### config.mk
export PLATFORM = sky130hd
export DESIGN_NAME = two_class_sorted_priority_queue_core
export DESIGN_NICKNAME = d
export VERILOG_FILES = /design/src/rtl/spq_pkg.sv /design/src/rtl/two_class_sorted_priority_queue_core.sv /design/src/rtl/spq_cell.sv /design/src/rtl/spq_queue.sv
export SDC_FILE = /design/constraint.sdc
export NUM_CORES = 2
export LEC_CHECK = 0
export ABC_AREA = 0
export BUFFER_PORTS_ARGS = -buffer_cell sky130_fd_sc_hd__buf_4
export CAP_MARGIN = 40
export CORE_MARGIN = 5
export CORE_UTILIZATION = 50
export CTS_BUF_LIST = sky130_fd_sc_hd__clkbuf_8
export DETAILED_ROUTE_END_ITERATION = 10
export PLACE_DENSITY = 0.68
export SYNTH_ARGS = -nofsm -noshare
export SYNTH_HDL_FRONTEND = slang
export SYNTH_SLANG_ARGS = --single-unit
export TNS_END_PERCENT = 20
### constraint.sdc
create_clock -name clk_i -period 4.79 [get_ports clk_i]
set_clock_uncertainty 0.1 [all_clocks]
set_input_delay 0.479 -clock clk_i [delete_from_list [all_inputs] [get_ports clk_i]]
set_output_delay 0.479 -clock clk_i [all_outputs]
set_load 0.02 [all_outputs]
### src/rtl/spq_pkg.sv
// Shared types and constants for the two-class sorted priority queue.
`default_nettype none

package spq_pkg;

  localparam int unsigned QUEUE_DEPTH_DEFAULT = 16;
  localparam int unsigned KIND_W   = 2;
  localparam int unsigned ID_W     = 16;
  localparam int unsigned WEIGHT_W = 10;
  localparam int unsigned COUNT_W  = 5;

  typedef enum logic [KIND_W-1:0] {
    KIND_ENQUEUE = 2'd0,
    KIND_DEQUEUE = 2'd1,
    KIND_LOOKUP  = 2'd2
  } spq_kind_e;

  typedef enum logic {
    ST_IDLE   = 1'b0,
    ST_LOOKUP = 1'b1
  } spq_state_e;

  typedef struct packed {
    logic [ID_W-1:0]     id;
    logic [WEIGHT_W-1:0] weight;
  } spq_entry_t;

  // Command broadcast to every cell of one queue.
  typedef struct packed {
    logic       ins;
    logic       pop;
    logic       look;
    spq_entry_t data;
  } spq_cmd_t;

endpackage

`default_nettype wire

### src/rtl/two_class_sorted_priority_queue_core.sv
// Top level of the two-class sorted priority queue: control, two cell chains, result register.
//
//  channel | direction | handshake                 | payload
//  --------+-----------+---------------------------+-------------------------------------------
//  in      | input     | in_valid_i / in_ready_o   | kind, item_id, priority_class, item_weight
//  out     | output    | out_valid_o / out_ready_i | took_*, found, rejected, both counts
//
// Enqueue, dequeue and the unused kind: every cell compares and shifts in the accept cycle
// and the result register loads at the same edge.
// Lookup: each cell registers its own match bit, then the match bits of both chains
// are ORed into the result register.
// One item is in flight at a time; a new transfer is taken in the cycle the held
// result is drained. Reset empties both queues (fill counts to zero); no clearing pass.
// A stalled output holds its result and blocks further input transfers.
`default_nettype none

module two_class_sorted_priority_queue_core
  import spq_pkg::*;
#(
  parameter int unsigned QUEUE_DEPTH = QUEUE_DEPTH_DEFAULT
) (
  input  wire logic                clk_i,
  input  wire logic                rst_ni,

  input  wire logic                in_valid_i,
  output logic                     in_ready_o,
  input  wire logic [KIND_W-1:0]   kind_i,
  input  wire logic [ID_W-1:0]     item_id_i,
  input  wire logic                priority_class_i,
  input  wire logic [WEIGHT_W-1:0] item_weight_i,

  output logic                     out_valid_o,
  input  wire logic                out_ready_i,
  output logic                     took_valid_o,
  output logic [ID_W-1:0]          took_id_o,
  output logic                     took_class_o,
  output logic [WEIGHT_W-1:0]      took_weight_o,
  output logic                     found_o,
  output logic                     rejected_o,
  output logic [COUNT_W-1:0]       priority_count_o,
  output logic [COUNT_W-1:0]       normal_count_o
);

  localparam int unsigned CNT_W = $clog2(QUEUE_DEPTH + 1);

  spq_state_e state_q, state_d;

  spq_cmd_t         p_cmd, n_cmd;
  spq_entry_t       p_head, n_head;
  logic [CNT_W-1:0] p_fill, n_fill;
  logic             p_match, n_match;

  logic in_fire;
  logic is_enq, is_deq, is_look;
  logic p_full, n_full;
  logic ins_p, ins_n, pop_p, pop_n;
  logic load_op, load_look;

  logic [CNT_W-1:0] p_next, n_next;

  // Result register; the valid flag resets, the payload does not need to.
  logic                out_valid_q;
  logic                took_valid_q, took_class_q, found_q, rejected_q;
  logic [ID_W-1:0]     took_id_q;
  logic [WEIGHT_W-1:0] took_weight_q;
  logic [COUNT_W-1:0]  p_count_q, n_count_q;

  // Accept when idle and the result register is free or drains now.
  assign in_ready_o = (state_q == ST_IDLE) && (!out_valid_q || out_ready_i);
  assign in_fire    = in_valid_i && in_ready_o;

  assign is_enq  = (kind_i == KIND_ENQUEUE);
  assign is_deq  = (kind_i == KIND_DEQUEUE);
  assign is_look = (kind_i == KIND_LOOKUP);

  assign p_full = (p_fill == CNT_W'(QUEUE_DEPTH));
  assign n_full = (n_fill == CNT_W'(QUEUE_DEPTH));

  // Enqueue goes to the selected class unless it is full; dequeue favors priority.
  assign ins_p = in_fire && is_enq && priority_class_i && !p_full;
  assign ins_n = in_fire && is_enq && !priority_class_i && !n_full;
  assign pop_p = in_fire && is_deq && (p_fill != '0);
  assign pop_n = in_fire && is_deq && (p_fill == '0) && (n_fill != '0);

  always_comb begin
    p_cmd.ins  = ins_p;
    p_cmd.pop  = pop_p;
    p_cmd.look = in_fire && is_look;
    p_cmd.data = '{id: item_id_i, weight: item_weight_i};
    n_cmd      = p_cmd;
    n_cmd.ins  = ins_n;
    n_cmd.pop  = pop_n;
  end

  spq_queue #(.QUEUE_DEPTH(QUEUE_DEPTH)) u_prio (
    .clk_i   (clk_i),
    .rst_ni  (rst_ni),
    .cmd_i   (p_cmd),
    .head_o  (p_head),
    .fill_o  (p_fill),
    .match_o (p_match)
  );

  spq_queue #(.QUEUE_DEPTH(QUEUE_DEPTH)) u_norm (
    .clk_i   (clk_i),
    .rst_ni  (rst_ni),
    .cmd_i   (n_cmd),
    .head_o  (n_head),
    .fill_o  (n_fill),
    .match_o (n_match)
  );

  // Occupancy after this transfer, as the result reports it.
  always_comb begin
    p_next = p_fill;
    n_next = n_fill;
    if (ins_p) p_next = p_fill + CNT_W'(1);
    if (pop_p) p_next = p_fill - CNT_W'(1);
    if (ins_n) n_next = n_fill + CNT_W'(1);
    if (pop_n) n_next = n_fill - CNT_W'(1);
  end

  // Sequencer: a lookup passes through ST_LOOKUP, where the registered match bits are collected.
  always_comb begin
    state_d    = state_q;
    load_op    = 1'b0;
    load_look  = 1'b0;
    case (state_q)
      ST_IDLE: begin
        if (in_fire) begin
          if (is_look) begin
            state_d = ST_LOOKUP;
          end else begin
            load_op = 1'b1;
          end
        end
      end
      ST_LOOKUP: begin
        load_look = 1'b1;
        state_d   = ST_IDLE;
      end
      default: begin
        state_d = ST_IDLE;
      end
    endcase
  end

  always_ff @(posedge clk_i or negedge rst_ni) begin
    if (!rst_ni) begin
      state_q     <= ST_IDLE;
      out_valid_q <= 1'b0;
    end else begin
      state_q <= state_d;
      if (load_op || load_look) begin
        out_valid_q <= 1'b1;
      end else if (out_ready_i) begin
        out_valid_q <= 1'b0;
      end
    end
  end

  always_ff @(posedge clk_i) begin
    if (load_op) begin
      took_valid_q  <= pop_p || pop_n;
      took_class_q  <= pop_p;
      took_id_q     <= pop_p ? p_head.id : (pop_n ? n_head.id : '0);
      took_weight_q <= pop_p ? p_head.weight : (pop_n ? n_head.weight : '0);
      found_q       <= 1'b0;
      rejected_q    <= is_enq && (priority_class_i ? p_full : n_full);
      p_count_q     <= COUNT_W'(p_next);
      n_count_q     <= COUNT_W'(n_next);
    end else if (load_look) begin
      took_valid_q  <= 1'b0;
      took_class_q  <= 1'b0;
      took_id_q     <= '0;
      took_weight_q <= '0;
      found_q       <= p_match || n_match;
      rejected_q    <= 1'b0;
      p_count_q     <= COUNT_W'(p_fill);
      n_count_q     <= COUNT_W'(n_fill);
    end
  end

  assign out_valid_o      = out_valid_q;
  assign took_valid_o     = took_valid_q;
  assign took_id_o        = took_id_q;
  assign took_class_o     = took_class_q;
  assign took_weight_o    = took_weight_q;
  assign found_o          = found_q;
  assign rejected_o       = rejected_q;
  assign priority_count_o = p_count_q;
  assign normal_count_o   = n_count_q;

endmodule

`default_nettype wire

### src/rtl/spq_cell.sv
// One slot of a sorted queue: holds an entry and shifts with its neighbors.
`default_nettype none

module spq_cell
  import spq_pkg::*;
(
  input  wire logic       clk_i,
  input  wire logic       rst_ni,
  input  wire spq_cmd_t   cmd_i,
  input  wire logic       occ_i,
  input  wire logic       prev_lt_i,
  input  wire spq_entry_t left_i,
  input  wire spq_entry_t right_i,
  output spq_entry_t      entry_o,
  output logic            lt_o,
  output logic            match_o
);

  spq_entry_t entry_q, entry_d;
  logic       match_q, match_d;

  // Occupied slot whose id sorts strictly ahead of the new one.
  assign lt_o = occ_i && (entry_q.id < cmd_i.data.id);

  always_comb begin
    entry_d = entry_q;
    match_d = match_q;
    if (cmd_i.ins) begin
      if (!lt_o) begin
        entry_d = prev_lt_i ? cmd_i.data : left_i;
      end
    end else if (cmd_i.pop) begin
      entry_d = right_i;
    end
    if (cmd_i.look) begin
      match_d = occ_i && (entry_q.id == cmd_i.data.id);
    end
  end

  always_ff @(posedge clk_i) begin
    entry_q <= entry_d;
  end

  always_ff @(posedge clk_i or negedge rst_ni) begin
    if (!rst_ni) begin
      match_q <= 1'b0;
    end else begin
      match_q <= match_d;
    end
  end

  assign entry_o = entry_q;
  assign match_o = match_q;

endmodule

`default_nettype wire

### src/rtl/spq_queue.sv
// Sorted queue built as a chain of cells plus its fill count.
`default_nettype none

module spq_queue
  import spq_pkg::*;
#(
  parameter int unsigned QUEUE_DEPTH = QUEUE_DEPTH_DEFAULT,
  localparam int unsigned CNT_W = $clog2(QUEUE_DEPTH + 1)
) (
  input  wire logic             clk_i,
  input  wire logic             rst_ni,
  input  wire spq_cmd_t         cmd_i,
  output spq_entry_t            head_o,
  output logic [CNT_W-1:0]      fill_o,
  output logic                  match_o
);

  logic [CNT_W-1:0] fill_q, fill_d;

  spq_entry_t             entry [QUEUE_DEPTH];
  logic [QUEUE_DEPTH-1:0] lt;
  logic [QUEUE_DEPTH-1:0] match;
  logic [QUEUE_DEPTH-1:0] occ;

  for (genvar g = 0; g < QUEUE_DEPTH; g++) begin : g_cell
    logic       prev_lt;
    spq_entry_t left, right;

    assign occ[g] = fill_q > CNT_W'(g);

    if (g == 0) begin : g_first
      assign prev_lt = 1'b1;
      assign left    = cmd_i.data;
    end else begin : g_inner
      assign prev_lt = lt[g-1];
      assign left    = entry[g-1];
    end

    if (g == QUEUE_DEPTH - 1) begin : g_last
      assign right = entry[g];
    end else begin : g_mid
      assign right = entry[g+1];
    end

    spq_cell u_cell (
      .clk_i     (clk_i),
      .rst_ni    (rst_ni),
      .cmd_i     (cmd_i),
      .occ_i     (occ[g]),
      .prev_lt_i (prev_lt),
      .left_i    (left),
      .right_i   (right),
      .entry_o   (entry[g]),
      .lt_o      (lt[g]),
      .match_o   (match[g])
    );
  end

  always_comb begin
    fill_d = fill_q;
    if (cmd_i.ins) begin
      fill_d = fill_q + CNT_W'(1);
    end else if (cmd_i.pop) begin
      fill_d = fill_q - CNT_W'(1);
    end
  end

  always_ff @(posedge clk_i or negedge rst_ni) begin
    if (!rst_ni) begin
      fill_q <= '0;
    end else begin
      fill_q <= fill_d;
    end
  end

  assign head_o  = entry[0];
  assign fill_o  = fill_q;
  assign match_o = |match;

endmodule

`default_nettype wire

==> summary.txt <==
Logic synthesis
  – Yosys top cell by area: edfxtp_1
  – Cells after Synth: 5,159
  – Seq cells post-synth: 916
  – Sequential-to-total area share from yosys stat: 48.9%
  – Synth Flop Type: edfxtp_1
  – Ys async rst share: 4.80%
  – Most common cell in the netlist: edfxtp_1
  – Top-area cell type share of the netlist area: 46.8%
  – Most frequent cells after synthesis: 871 x edfxtp_1, 722 x nand2_1, 526 x ha_1
  – Synthesized cell area: 0.0558 mm2
  – Unique masters post-synth: 75
  – Mean post-synth cell area: 10.8 um2
  – Yosys warns: 0
  – Synth Net Count: 5,718
  – Post-synth EDFFs: 871
  – Top cells by area, synth: edfxtp_1 47%, ha_1 12%, a221o_1 6.7%, nand2_1 4.9%, mux2i_1 4.3%

Finish
  – Cell area after layout: 0.0619 mm2
  – Area Growth Syn to Fin: 10.9%
  – Multi-input gate area: 0.0270 mm2
  – Reg area: 0.0273 mm2
  – Fill cell total of the finished layout: 9,529
  – Layout Utilization: 55.9%
  – Fraction of layout cells with a size suffix above 1: 10.7%
  – NumNets Final: 5,796

Placed design
  – Post-detail-place hpwl: 134,000 um
  – GP Congestion: 0.953
  – Placed cell area: 0.0590 mm2
  – Port Buf Inserts: 74

Die
  – Core area: 0.111 mm2
  – Die Height: 344 um
  – Die W: 344 um
  – Starting Density: 50.4%
  – Ports: 75
  – Placement Rows: 122
  – Die area: 0.118 mm2

Worst hold path
  – HP Class: in -> reg
  – Hold path depth: 2

Clock network
  – Post-CTS setup buffers: 0
  – Worst skew pair latency: 870 ps
  – CTS tree: built
  – Max clock buf depth: 3
  – Sink Count: 916
  – H-tree depth: 4
  – CTS root buf: clkbuf_8
  – TritonCTS Buffers: 160
  – Reg clk slew, reported paths: 60 ps

Setup path
  – Worst reg2reg setup slack: 860 ps
  – Worst path required time: 5280 ps
  – CP Data Arrival Time: 4410 ps
  – R2r endpoint: u_norm.g_cell[12].u_cell.entry_o[16]$_DFFE_PP_
  – Worst setup path endpoint: u_norm.g_cell[12].u_cell.entry_o[16]$_DFFE_PP_
  – CP startpoint kind: register
  – CP Max Fanout: 26
  – CP Launch Point: u_norm.fill_o[0]$_DFFE_PN0P_
  – Critical path class: reg -> reg
  – Worst Setup End Kind: register
  – Reg2Reg Depth: 6
  – Worst R2R Start: u_norm.fill_o[0]$_DFFE_PN0P_

GRT
  – GRT Total Usage: 30.7%
  – Initial antenna violation count: 2
  – Largest net degree at the start of global routing: 114
  – Vias in the first global route: 42.4k
  – First-pass GRT wire length: 275,000 um
  – GRT Residual Overflow: 0

Timing
  – Worst-margin pin slew: 1000 ps
  – RSZ-0062 raised after global routing: no
  – Hold_ws: 147 ps
  – Final setup violation count: 0
  – Hold Vio Cnt, Final: 0
  – Setup TNS: 0 ps
  – Minimum clock period: 3930 ps
  – Max-slew headroom: 32.6%
  – Period Utilization, post-route: 82.0%
  – Peak Freq: 255 MHz
  – Slew Limit Fails: 0

Drt
  – DRC: 0
  – DR WL/cell: 27.2 um
  – Vias: 45.8k
  – Iter 0 DRT Violations: 6,990
  – First drt pass iteration count: 8
  – Routed vias/inst: 6.68
  – WL final: 187,000 um
  – Post-route ant nets: 0

Pwr
  – Total power: 22.6 mW
  – PD cells: 364 mW/mm2
  – Peak VDD IR: 292 uV
  – Leak Pwr: 25.0 nW

Outcome
  – Status: complete, no violations

Job
  – Max Cap Viol: 0
==> cell type report <==
cell class,instances,area share (%)
flip-flops and latches,916,44.1
well taps,1488,3.01
multi-input cells,3789,43.6
repair buffers,301,4.30
clock inverters,127,1.02
diodes,8,0.0323
clock buffers,160,3.56
inverters,69,0.443
==> per-layer routing <==
| metal | vias up | track usage [%] | part of all wire, % |
|---|---|---|---|
| li1 | 20200 | - | - |
| met1 | 22100 | 45.8 | 42 |
| met2 | 3067 | 41.5 | 40 |
| met3 | 400 | 8.12 | 13 |
| met4 | 4 | 13.7 | 4.9 |
| met5 | - | 0 | 0.093 |
==> cell families after synthesis <==
family                   share of synthesized area, %
AND/OR/NAND/NOR                                  13.7
AO/OA/AOI/OAI                                    17.0
flip-flops                                       48.9
multiplexers                                     5.32
XOR/XNOR                                       0.0627
buffers and inverters                            3.25
adder cells (fa/ha/maj)                          11.8
==> registers in the layout, indices dropped and copies added, names as in the netlist, 5 cells and up <==
signal / flops
u_norm.g_cell.u_cell.entry_o: 416
u_prio.g_cell.u_cell.entry_o: 416
took_id_o: 16
u_norm.g_cell.u_cell.match_o: 16
u_prio.g_cell.u_cell.match_o: 16
took_weight_o: 10
normal_count_o: 5
priority_count_o: 5
u_norm.fill_o: 5
u_prio.fill_o: 5
==> critical path, stage by stage, from the launching register on <==
cell	delay (ps)
dfrtp_1	580
nand2_1	380
o21ai_1	740
o311ai_1	320
or4_1	880
and3_1	370
a221o_1	260
==> what timing repair did <==
item | CTS | global route
endpoints found under the hold margin | 46 | 0
hold buffers | 3 | 0
resized for setup | 0 | 0
==> worst min path at each step <==
| stage | startpoint | end |
|---|---|---|
| after floorplan | rst_ni | out_valid_o$_DFFE_PN0P_ |
| after global placement | u_prio.g_cell[7].u_cell.match_o$_DFFE_PN0P_ | u_prio.g_cell[7].u_cell.match_o$_DFFE_PN0P_ |
| after detailed placement | u_prio.g_cell[5].u_cell.match_o$_DFFE_PN0P_ | u_prio.g_cell[5].u_cell.match_o$_DFFE_PN0P_ |
| after CTS | item_weight_i[7] | u_norm.g_cell[15].u_cell.entry_o[7]$_DFFE_PP_ |
| after global routing | item_weight_i[8] | u_norm.g_cell[15].u_cell.entry_o[8]$_DFFE_PP_ |
| final | item_weight_i[9] | u_norm.g_cell[15].u_cell.entry_o[9]$_DFFE_PP_ |
==> where the power goes <==
group	switching, mW	internal, mW	leakage, nW
Sequential	0.502	9.36	8.55
Clock	3.41	3.25	1.69
Combinational	3.95	2.09	14.8
Total	7.87	14.7	25.0
==> stage by stage <==
stage	setup WS (ps)	std cells
6_report	862	6858
3_3_place_gp	744	6549
2_1_floorplan	-235	5159
4_1_cts	1050	6848
5_1_grt	830	6852
3_5_place_dp	691	6558
==> cell usage in the layout, fill, tap and decap left out, drive strengths merged, types with 11 or more instances in the layout <==
master | Yosys | final
edfxtp | 871 | 871
nand2 | 722 | 722
ha | 526 | 526
a221o | 372 | 372
nor2 | 372 | 372
buf | 89 | 295
o21ai | 274 | 274
a21oi | 257 | 257
mux2i | 238 | 238
clkbuf | 296 | 162
nand3 | 162 | 162
inv | 68 | 148
nand4 | 130 | 130
and3 | 126 | 126
o211ai | 116 | 116
a21o | 99 | 99
mux2 | 52 | 52
dfrtp | 44 | 44
clkinv | 1 | 43
nor3 | 32 | 32
nor2b | 31 | 31
a22o | 29 | 29
nor4 | 28 | 28
and2 | 19 | 19
o221ai | 18 | 18
a211oi | 17 | 17
a21boi | 15 | 15
nand2b | 13 | 13
a31oi | 11 | 11
or3 | 11 | 11
o311ai | 11 | 11
No activity file was read; power rests on OpenSTA's default activity.
